==> config.mk <==
export PLATFORM = sky130hd
export DESIGN_NAME = skac_merge
export DESIGN_NICKNAME = d
export VERILOG_FILES = /design/src/rtl/skac_pkg.sv /design/src/rtl/skac_merge.sv
export SDC_FILE = /design/constraint.sdc
export NUM_CORES = 1
export LEC_CHECK = 0
export BUFFER_PORTS_ARGS = -buffer_cell sky130_fd_sc_hd__clkbuf_2
export CAP_MARGIN = 20
export CORE_UTILIZATION = 40
export DETAILED_ROUTE_END_ITERATION = 10
export PLACE_DENSITY = 0.83
export SLEW_MARGIN = 0
export SYNTH_ARGS = -nofsm -noshare
export SYNTH_HDL_FRONTEND = slang
export SYNTH_SLANG_ARGS = --single-unit
export TNS_END_PERCENT = 20
==> constraint.sdc <==
create_clock -name vclk -period 6.5
set_clock_uncertainty 0.1 [all_clocks]
set_input_delay 0.975 -clock vclk [all_inputs]
set_output_delay 0.975 -clock vclk [all_outputs]
set_load 0.02 [all_outputs]
==> src/rtl/skac_pkg.sv <==
// Shared types, register codes and constants for the soft-knee compressor.
// No dependencies; imported by every module of the block.
package skac_pkg;

  localparam int CHANNELS      = 2;
  localparam int SAMPLE_BITS_D = 24;
  localparam int CFG_IDX_W     = 3;
  localparam int CFG_DATA_W    = 24;
  localparam int M_W           = 32;   // linear gain mantissa, Q2.30
  localparam int SH_W          = 6;    // output shift amount

  localparam logic signed [23:0] DB_MIN = 24'sh800000;
  localparam logic signed [23:0] DB_MAX = 24'sh7FFFFF;
  localparam logic [19:0] DB_PER_LOG2_Q16 = 20'd394566;
  localparam logic [29:0] LOG2_PER_DB_Q32 = 30'd713378626;

  typedef enum logic [CFG_IDX_W-1:0] {
    REG_THRESHOLD = 3'd0,
    REG_KNEE_HALF = 3'd1,
    REG_SLOPE     = 3'd2,
    REG_KNEE_CURV = 3'd3,
    REG_ATTACK    = 3'd4,
    REG_RELEASE   = 3'd5
  } skac_reg_t;

  typedef struct packed {
    logic idle;      // engine takes a new frame
    logic lane_mul;  // lanes form sample * gain
    logic finish;    // lane results are final
  } skac_status_t;

  // Taylor coefficients of 2^x, Horner order, Q2.30
  function automatic logic [M_W-1:0] exp2_coef(input logic [2:0] k);
    logic [M_W-1:0] c;
    case (k)
      3'd0:    c = 32'd165394;
      3'd1:    c = 32'd1431680;
      3'd2:    c = 32'd10327388;
      3'd3:    c = 32'd59597083;
      3'd4:    c = 32'd257941248;
      default: c = 32'd744261118;
    endcase
    return c;
  endfunction

  // saturate a Q8.16 value (already shifted) to 24 bits
  function automatic logic signed [23:0] sat24(input logic signed [51:0] v);
    logic signed [23:0] r;
    if (v > 52'sd8388607)       r = DB_MAX;
    else if (v < -52'sd8388608) r = DB_MIN;
    else                        r = v[23:0];
    return r;
  endfunction

endpackage

==> src/rtl/skac_merge.sv <==
// Merging stage: peak magnitude over all lanes.
// Depends on skac_pkg.
module skac_merge import skac_pkg::*; #(
  parameter int SAMPLE_BITS = SAMPLE_BITS_D
) (
  input  logic [SAMPLE_BITS-1:0] mag [CHANNELS],
  output logic [SAMPLE_BITS-1:0] peak
);

  always_comb begin
    peak = '0;
    for (int c = 0; c < CHANNELS; c++) begin
      if (mag[c] > peak) peak = mag[c];
    end
  end

endmodule

==> key figures <==
Detailed routing
  • First-pass DRT Iterations: 2
  • Routed WL: 2.19 mm
  • Antenna-violating nets left: 0
  • DR iter-0 viols: 1
  • Via density: 5.11
  • Residual DRC count: 0
  • Via count: 1058
  • Post-DR wirelength/cell: 10.6 um

Timing
  • Final Cycle Share: 74.0%
  • Final WS setup: 1.69 ns
  • Relative slew slack: 15.2%
  • RSZ-0062 raised after global routing: false
  • Tmin final: 4.81 ns
  • Achievable Freq: 208 MHz
  • Setup-failing EPs final: 0
  • Worst-Margin Slew: 1.27 ns
  • Final setup TNS: 0 ns
  • Final Slew Violations: 0
  • Hold_ws: 2.20 ns
  • Final hold vios: 0

Worst setup path
  • Peak fanout along the critical path: 24
  • Crit path from: mag[43]
  • CP top delay family: compound AO/OA/AOI/OAI gates
  • CP cell instances: clkbuf_2 > inv_1 > ha_1 > nand4_1 > a2111oi_0 > nor4b_1 > a22oi_2 > mux2_2 > clkbuf_2
  • CP max-delay cell: a22oi_2
  • Crit path DAT: 3.74 ns
  • Crit-path most repeated cell: clkbuf_2
  • Worst Path Required: 5.42 ns
  • Crit. End Element: output port
  • Crit-path max cell delay: 1.01 ns
  • CP Launch Type: primary input
  • Kind of critical path: primary input to output port
  • WP buf/inv: 3

Pwr
  • Net Sw Frac: 54.0%
  • Comb pwr share: 100.0%
  • PD cells: 92.6 nW/um2
  • Sequential power share: 0%
  • Internal power: 0.0548 mW
  • Sw Pwr: 0.0644 mW
  • Leakage power: 0.784 nW
  • Max VDD drop: 0.0000666 V
  • Clock power frac: 0%
  • Tot Pwr: 0.119 mW

Layout
  • Fin area: 1290 um2
  • Sequential Area: 0 um2
  • Layout cell share with drive strength beyond 1: 54.4%
  • # nets final: 254
  • Synth-to-Final Area Change: 40.0%
  • Multi-input gate area: 803 um2
  • Final core area utilization: 62.4%
  • Clock buffer count: 0
  • Inserted Diodes: 0
  • Fillers: 198
  • Post-route insts no fill: 207
  • FF+latch count: 0

Clock tree
  • Post-cts resize count: 0
  • Hold-fix buffer count after cts: 0
  • Setup Buffers After CTS: 0

Synthesis
  • Post-synth cell types: 22
  • Syn. warnings: 0
  • Seq/Total Area, Yosys: 0%
  • Mapped Nets: 183
  • Cell Area, Synth: 920 um2
  • Synth Area per Inst: 8.28 um2
  • Synth Instances: 111

Die
  • Initial Util: 44.6%
  • Die X: 50.0 um
  • IO Pins: 72
  • # rows: 16
  • Die area: 2500 um2
  • Core area: 2060 um2
  • Die height: 50.0 um

Hold path
  • Hold EP: peak[3]
  • WHS Path Cells: 3
  • Hold crit path type: primary input to output port
  • Critical hold path startpoint: mag[27]

GRT
  • Total track usage: 18.1%
  • Gr ovfl total: 0
  • Pin count of the biggest net entering global routing: 25
  • Vias in the first global route: 980
  • First-pass GRT wire length: 3.74 mm
  • Initial antenna violation count: 0

Run
  • MaxCap Viol Count: 0

Placed design
  • DP Area: 1290 um2
  • Hpwl dp: 2.05 mm
  • Placed cells: 207
  • Port bufs: 72
  • Setup WS pre-CTS: 1.69 ns
  • Final RePlAce weighted congestion: 0.677

Status
  • Status: finished clean
[power by group through the flow]
| stage | clock [mW] | combinational (mW) | sequential (mW) |
|---|---|---|---|
| global placement | 0 | 0.116 | 0 |
| floorplan | 0 | 0.0815 | 0 |
| global route | 0 | 0.130 | 0 |
| CTS | 0 | 0.120 | 0 |
| detailed placement | 0 | 0.120 | 0 |
| finish | 0 | 0.119 | 0 |
[tightest hold or removal path: cells and delay by family]
family / cells / cell delay, ns
buf+inv: 2 / 0.24
mux: 1 / 0.11
[how the worst max path moves through the flow]
stage	depth (start not counted)	to
after global routing	9	peak[11]
after global placement	9	peak[2]
after detailed placement	9	peak[8]
final	9	peak[19]
after floorplan	8	peak[3]
after CTS	9	peak[8]
[layout by cell type, fill, tap and decap left out, drive strengths merged]
cell,netlist,final
inv,24,24
a21boi,1,1
a21oi,10,10
a2111oi,1,1
a22oi,1,1
a21o,2,2
nor4,1,1
ha,24,24
mux2,24,24
nand2,3,3
nor4b,1,1
o211ai,1,1
nor2b,1,1
nand3,3,3
o21ai,2,2
nand4,6,6
o31ai,1,1
clkbuf,1,72
nor2,2,2
[cell families after synthesis]
kind of cell / Yosys count / synth area share [%]
buffers and inverters: 27 / 12.7
AOI/OAI and AO/OA: 19 / 12.9
muxes: 24 / 29.4
adders and majority gates: 24 / 32.7
and+or+nand+nor: 17 / 12.4
[layout make-up]
cell class                 count  share of cell area, %
timing repair buffer          72                   28.0
tap                           27                   2.62
inverter                      24                   7.00
multi-input combinational     84                   62.4
[synthesized netlist by cell type]
cell / instances / area share, %
ha_1: 24 / 33
inv_1: 24 / 9.8
mux2_2: 23 / 28
a21oi_1: 10 / 5.4
nand4_1: 5 / 3.4
nand2_1: 3 / 1.2
nand3_1: 3 / 1.6
a21o_1: 2 / 1.6
buf_6: 2 / 2.4
nor2_1: 2 / 0.82
o21ai_0: 2 / 1.1
a2111oi_0: 1 / 0.95
a21boi_0: 1 / 0.82
a22oi_2: 1 / 1.4
clkbuf_1: 1 / 0.41
mux2_1: 1 / 1.2
nand4_2: 1 / 1.4
nor2b_1: 1 / 0.68
nor4_4: 1 / 2.3
nor4b_1: 1 / 0.95
o211ai_1: 1 / 0.82
o31ai_1: 1 / 0.82
[per-layer routing]
| metal | vias up | global-route usage, % | wire length (um) |
|---|---|---|---|
| met3 | 4 | 0.309 | 121 |
| li1 | 543 | - | - |
| met1 | 469 | 18.3 | 816 |
| met2 | 42 | 40.1 | 1230 |
| met5 | - | 0 | 0 |
| met4 | 0 | 2.38 | 22 |
No activity file was read; power rests on OpenSTA's default activity.
