**src/rtl/skac_pkg.sv**
```systemverilog
// Shared types, register codes and constants for the soft-knee compressor.
// No dependencies; imported by every module of the block.
package skac_pkg;

  localparam int CHANNELS      = 2;
  localparam int SAMPLE_BITS_D = 24;
  localparam int CFG_IDX_W     = 3;
  localparam int CFG_DATA_W    = 24;
  localparam int M_W           = 32;   // linear gain mantissa, Q2.30
  localparam int SH_W          = 6;    // output shift amount

  localparam logic signed [23:0] DB_MIN = 24'sh800000;
  localparam logic signed [23:0] DB_MAX = 24'sh7FFFFF;
  localparam logic [19:0] DB_PER_LOG2_Q16 = 20'd394566;
  localparam logic [29:0] LOG2_PER_DB_Q32 = 30'd713378626;

  typedef enum logic [CFG_IDX_W-1:0] {
    REG_THRESHOLD = 3'd0,
    REG_KNEE_HALF = 3'd1,
    REG_SLOPE     = 3'd2,
    REG_KNEE_CURV = 3'd3,
    REG_ATTACK    = 3'd4,
    REG_RELEASE   = 3'd5
  } skac_reg_t;

  typedef struct packed {
    logic idle;      // engine takes a new frame
    logic lane_mul;  // lanes form sample * gain
    logic finish;    // lane results are final
  } skac_status_t;

  // Taylor coefficients of 2^x, Horner order, Q2.30
  function automatic logic [M_W-1:0] exp2_coef(input logic [2:0] k);
    logic [M_W-1:0] c;
    case (k)
      3'd0:    c = 32'd165394;
      3'd1:    c = 32'd1431680;
      3'd2:    c = 32'd10327388;
      3'd3:    c = 32'd59597083;
      3'd4:    c = 32'd257941248;
      default: c = 32'd744261118;
    endcase
    return c;
  endfunction

  // saturate a Q8.16 value (already shifted) to 24 bits
  function automatic logic signed [23:0] sat24(input logic signed [51:0] v);
    logic signed [23:0] r;
    if (v > 52'sd8388607)       r = DB_MAX;
    else if (v < -52'sd8388608) r = DB_MIN;
    else                        r = v[23:0];
    return r;
  endfunction

endpackage

```
**src/rtl/skac_lane.sv**
```systemverilog
// One channel lane: holds the sample, its magnitude, and scales it by the gain.
// Depends on skac_pkg.
module skac_lane import skac_pkg::*; #(
  parameter int SAMPLE_BITS = SAMPLE_BITS_D
) (
  input  logic                          clk,
  input  logic                          load,
  input  logic signed [SAMPLE_BITS-1:0] sample,
  input  logic                          mul,
  input  logic [M_W-1:0]                m,
  input  logic [SH_W-1:0]               sh,
  output logic [SAMPLE_BITS-1:0]        mag,
  output logic [SAMPLE_BITS-1:0]        result
);

  localparam int P_W = SAMPLE_BITS + M_W + 1;

  logic                 neg;
  logic [P_W-1:0]       prod;
  logic [P_W-1:0]       rounded;
  logic [P_W-1:0]       shifted;
  logic [P_W-1:0]       lim;
  logic [SAMPLE_BITS-1:0] sat_mag;

  always_ff @(posedge clk) begin
    if (load) begin
      neg <= sample[SAMPLE_BITS-1];
      mag <= sample[SAMPLE_BITS-1] ? SAMPLE_BITS'(-sample) : SAMPLE_BITS'(sample);
    end
    if (mul) begin
      prod <= P_W'(mag) * P_W'(m);
    end
  end

  always_comb begin
    rounded = prod + (P_W'(1) << (sh - SH_W'(1)));
    shifted = rounded >> sh;
    lim     = (P_W'(1) << (SAMPLE_BITS - 1)) - (neg ? P_W'(0) : P_W'(1));
    sat_mag = (shifted > lim) ? lim[SAMPLE_BITS-1:0] : shifted[SAMPLE_BITS-1:0];
    result  = neg ? SAMPLE_BITS'(-sat_mag) : sat_mag;
  end

endmodule

```
**config.mk**
```make
export PLATFORM = sky130hd
export DESIGN_NAME = skac_lane
export DESIGN_NICKNAME = d
export VERILOG_FILES = /design/src/rtl/skac_pkg.sv /design/src/rtl/skac_lane.sv
export SDC_FILE = /design/constraint.sdc
export NUM_CORES = 2
export LEC_CHECK = 0
export BUFFER_PORTS_ARGS = -buffer_cell sky130_fd_sc_hd__buf_2
export CAP_MARGIN = 20
export CELL_PAD_IN_SITES_DETAIL_PLACEMENT = 0
export CELL_PAD_IN_SITES_GLOBAL_PLACEMENT = 1
export CORE_AREA = 2 2 357 359
export CTS_BUF_LIST = sky130_fd_sc_hd__clkbuf_4
export DETAILED_ROUTE_END_ITERATION = 10
export DIE_AREA = 0 0 359 361
export PLACE_DENSITY_LB_ADDON = 0.1
export REMOVE_ABC_BUFFERS = 1
export SYNTH_ARGS = -nofsm -noshare
export SYNTH_HDL_FRONTEND = slang
export SYNTH_SLANG_ARGS = --single-unit
```
**constraint.sdc**
```tcl
create_clock -name clk -period 13.3 [get_ports clk]
set_input_delay 1.995 -clock clk [delete_from_list [all_inputs] [get_ports clk]]
set_output_delay 1.995 -clock clk [all_outputs]
set_load 0.005 [all_outputs]
```
==> flow_metrics.py <==
metrics = {
    "status": {
        "status": "completed",
    },
    "timing": {
        "finalMaxSlewViolations": 0,
        "hold_violations": 0,
        "period_minus_slack_ns": 12.86,
        "setup_violations": 0,
        "postLayoutSetupSlackWorst_ns": 0.437,
        "finalCritPeriodShare_pct": 96.7,
        "slew_headroom_pct": 33.8,
        "tightest_slew_ns": 0.968,
        "skew_ns": 0.0365,
        "timing.fmax_mhz": 77.7,
    },
    "critical_path": {
        "critPathRequiredTime_ns": 11.31,
        "endpoint": "result[2]",
        "endpoint_kind": "output pin",
        "r2r-start": "mag[15]$_DFFE_PP_",
        "cp_max_fo": 16,
        "startpoint_type": "input port",
        "r2r_end": "prod[48]$_DFFE_PP_",
        "critical_path_class": "input port to output pin",
        "r2r_slack_ns": 4.18,
        "cpPeakStageDelay_ns": 0.56,
        "arrival_ns": 10.87,
        "crit_path_frequent_cell": "o21a_1",
        "crit_path_top_delay_cell": "o311ai_1",
        "crit_start": "sh[5]",
        "reg2reg_depth": 26,
    },
    "synth": {
        "synth_edf_count": 81,
        "synth_seq_area_share_pct": 6.48,
        "yosys.cell_count.top_type": "nand2_1",
        "syn-cell-area_um2": 37500,
        "ys_top_cells_by_count": "nand2_1, fa_1, inv_1",
        "ys_ff_latch": 81,
        "syn_area_per_cell_um2": 8.36,
        "synth_flop_cell": "edfxtp_1",
        "synth.largest_area_cell": "fa_1",
        "syn_inst": 4490,
        "postSynth.asyncResetShare_pct": 0,
        "netlist.area_leader.share_pct": 35.2,
        "yosysUniqueCellTypes": 98,
        "yosysWarnings": 0,
        "ys_top_cells_by_area": "fa_1, ha_1, nand2_1",
    },
    "grt": {
        "grt.overflow.total": 0,
        "grt_pass1_wl_um": 221000,
        "grt_max_degree": 54,
        "antenna_found_initial": 4,
        "grt_use_total_pct": 22.2,
        "grt_pass1_vias": 34300,
    },
    "floorplan": {
        "die-width_um": 359,
        "core_um2": 125000,
        "initial_core_util_pct": 29.9,
        "fp-row-count": 130,
        "io_pins": 113,
        "dieArea_um2": 130000,
        "die_y_um": 361,
    },
    "clock_tree": {
        "clock_tree.root_cell": "clkbuf_4",
        "clkTransAtPathRegs_ns": 0.17,
        "clk_latency_ns": 0.58,
        "max-clock-path-buffers": 2,
        "clock_sinks": 81,
        "cts_tree": "built",
        "cts_buffers": 9,
        "htree_levels": 3,
    },
    "layout": {
        "syn_to_final_growth_pct": 9.09,
        "drive_gt1_share_pct": 9.84,
        "finalNetCount": 5537,
    },
    "detailed_routing": {
        "drt_iter0_drc": 2083,
        "wl_per_cell_um": 23.0,
        "firstDrtPassIters": 5,
        "vias_per_cell": 5.22,
        "wl_um": 143000,
        "ant_nets": 0,
        "drc_errors": 0,
        "vias": 32400,
    },
    "min_path": {
        "min_path_type": "flip-flop to flip-flop",
        "whs_path_depth": 2,
    },
    "placed_design": {
        "portBuffers": 112,
        "dpl.hpwl_um": 114000,
        "place_ws_ns": -0.117,
        "gp_congestion": 0.933,
    },
    "job": {
        "drv_cap": 0,
    },
}
-- cell usage in the layout (no fill, tap or decap), types with 26 or more instances in the layout --
cell type	netlist	routed
a211oi_1	41	39
a21o_1	56	56
a21oi_1	162	160
a31oi_1	33	33
and2_1	317	316
buf_2	14	112
buf_4	0	206
edfxtp_1	81	81
fa_1	659	659
ha_1	264	264
inv_1	657	654
mux2i_1	51	51
nand2_1	670	667
nand2b_1	26	26
nand3_1	62	62
nand4_1	57	57
nor2_1	210	207
nor3_1	88	83
nor4_1	30	29
o211ai_1	27	27
o21a_1	42	42
o21ai_0	123	119
or3_1	37	37
xnor2_1	77	77
-- cells by family after synthesis --
kind of cell | after synthesis | share of synthesized area (%)
simple gates | 1604 | 20.6
buf+inv | 929 | 9.34
xor+xnor | 99 | 2.31
compound gates | 771 | 14.5
fa+ha+maj | 923 | 44.0
flops | 81 | 6.48
mux | 83 | 2.80
-- metal layers --
| layer | global-route usage [%] | share of wire [%] | wire (um) | up-vias |
|---|---|---|---|---|
| li1 | - | - | - | 14900 |
| met1 | 31.3 | 48 | 68600 | 16500 |
| met2 | 36.4 | 45 | 64800 | 801 |
| met3 | 2.39 | 4.1 | 5900 | 149 |
| met4 | 4.96 | 2.4 | 3400 | 2 |
| met5 | 0 | 0.0091 | 13 | - |
-- worst max-delay path: cells and delay by family --
kind,cells,cell delay (ns)
adders and majority gates,3,0.99
and+or+nand+nor,7,1.44
AOI/OAI and AO/OA,23,5.10
buffers and inverters,8,1.30
-- how the worst min path moves through the flow --
stage / startpoint / end
after detailed placement: mag[0]$_DFFE_PP_ / prod[0]$_DFFE_PP_
final: mag[0]$_DFFE_PP_ / prod[0]$_DFFE_PP_
after global routing: mag[0]$_DFFE_PP_ / prod[0]$_DFFE_PP_
after global placement: mag[0]$_DFFE_PP_ / prod[0]$_DFFE_PP_
after CTS: mag[0]$_DFFE_PP_ / prod[0]$_DFFE_PP_
after floorplan: mag[0]$_DFFE_PP_ / prod[0]$_DFFE_PP_
-- state kept, by name, summed over array words and instances, names as in the netlist --
| name | cells |
|---|---|
| neg | 1 |
| prod | 56 |
| mag | 24 |
-- layout make-up --
type | instances | area, um^2
well taps | 1650 | 2060
clock buffers | 9 | 67.6
clock inverters | 7 | 76.3
flip-flops and latches | 81 | 2430
fillers | 13400 | 84500
multi-input cells | 3480 | 31700
repair buffers | 318 | 2110
diodes | 5 | 12.5
inverters | 659 | 2470
-- stage by stage --
stage	hold WS, ns	std cells	util [%]	setup TNS [ns]	cell area (um^2)
2_1_floorplan	0.926	4220	-	-0.416	36500
3_3_place_gp	1.28	6184	32.4	-2.42	40600
3_5_place_dp	1.29	6185	32.4	-0.203	40600
4_1_cts	1.29	6201	32.5	0	40800
5_1_grt	1.32	6207	32.6	-0.00576	40900
6_report	1.31	6209	32.6	0	40900
-- repair_timing --
item                                    in CTS  in global routing
resized for setup                            1                 31
pin swaps                                    0                  3
endpoints found under the hold margin        0                  0
hold buffers                                 0                  0
endpoints found under the setup margin       8                 15
buffers inserted                             0                  3
Power is not shown: default switching activity piles up to over one toggle a cycle in this logic, so the estimate is an artifact.
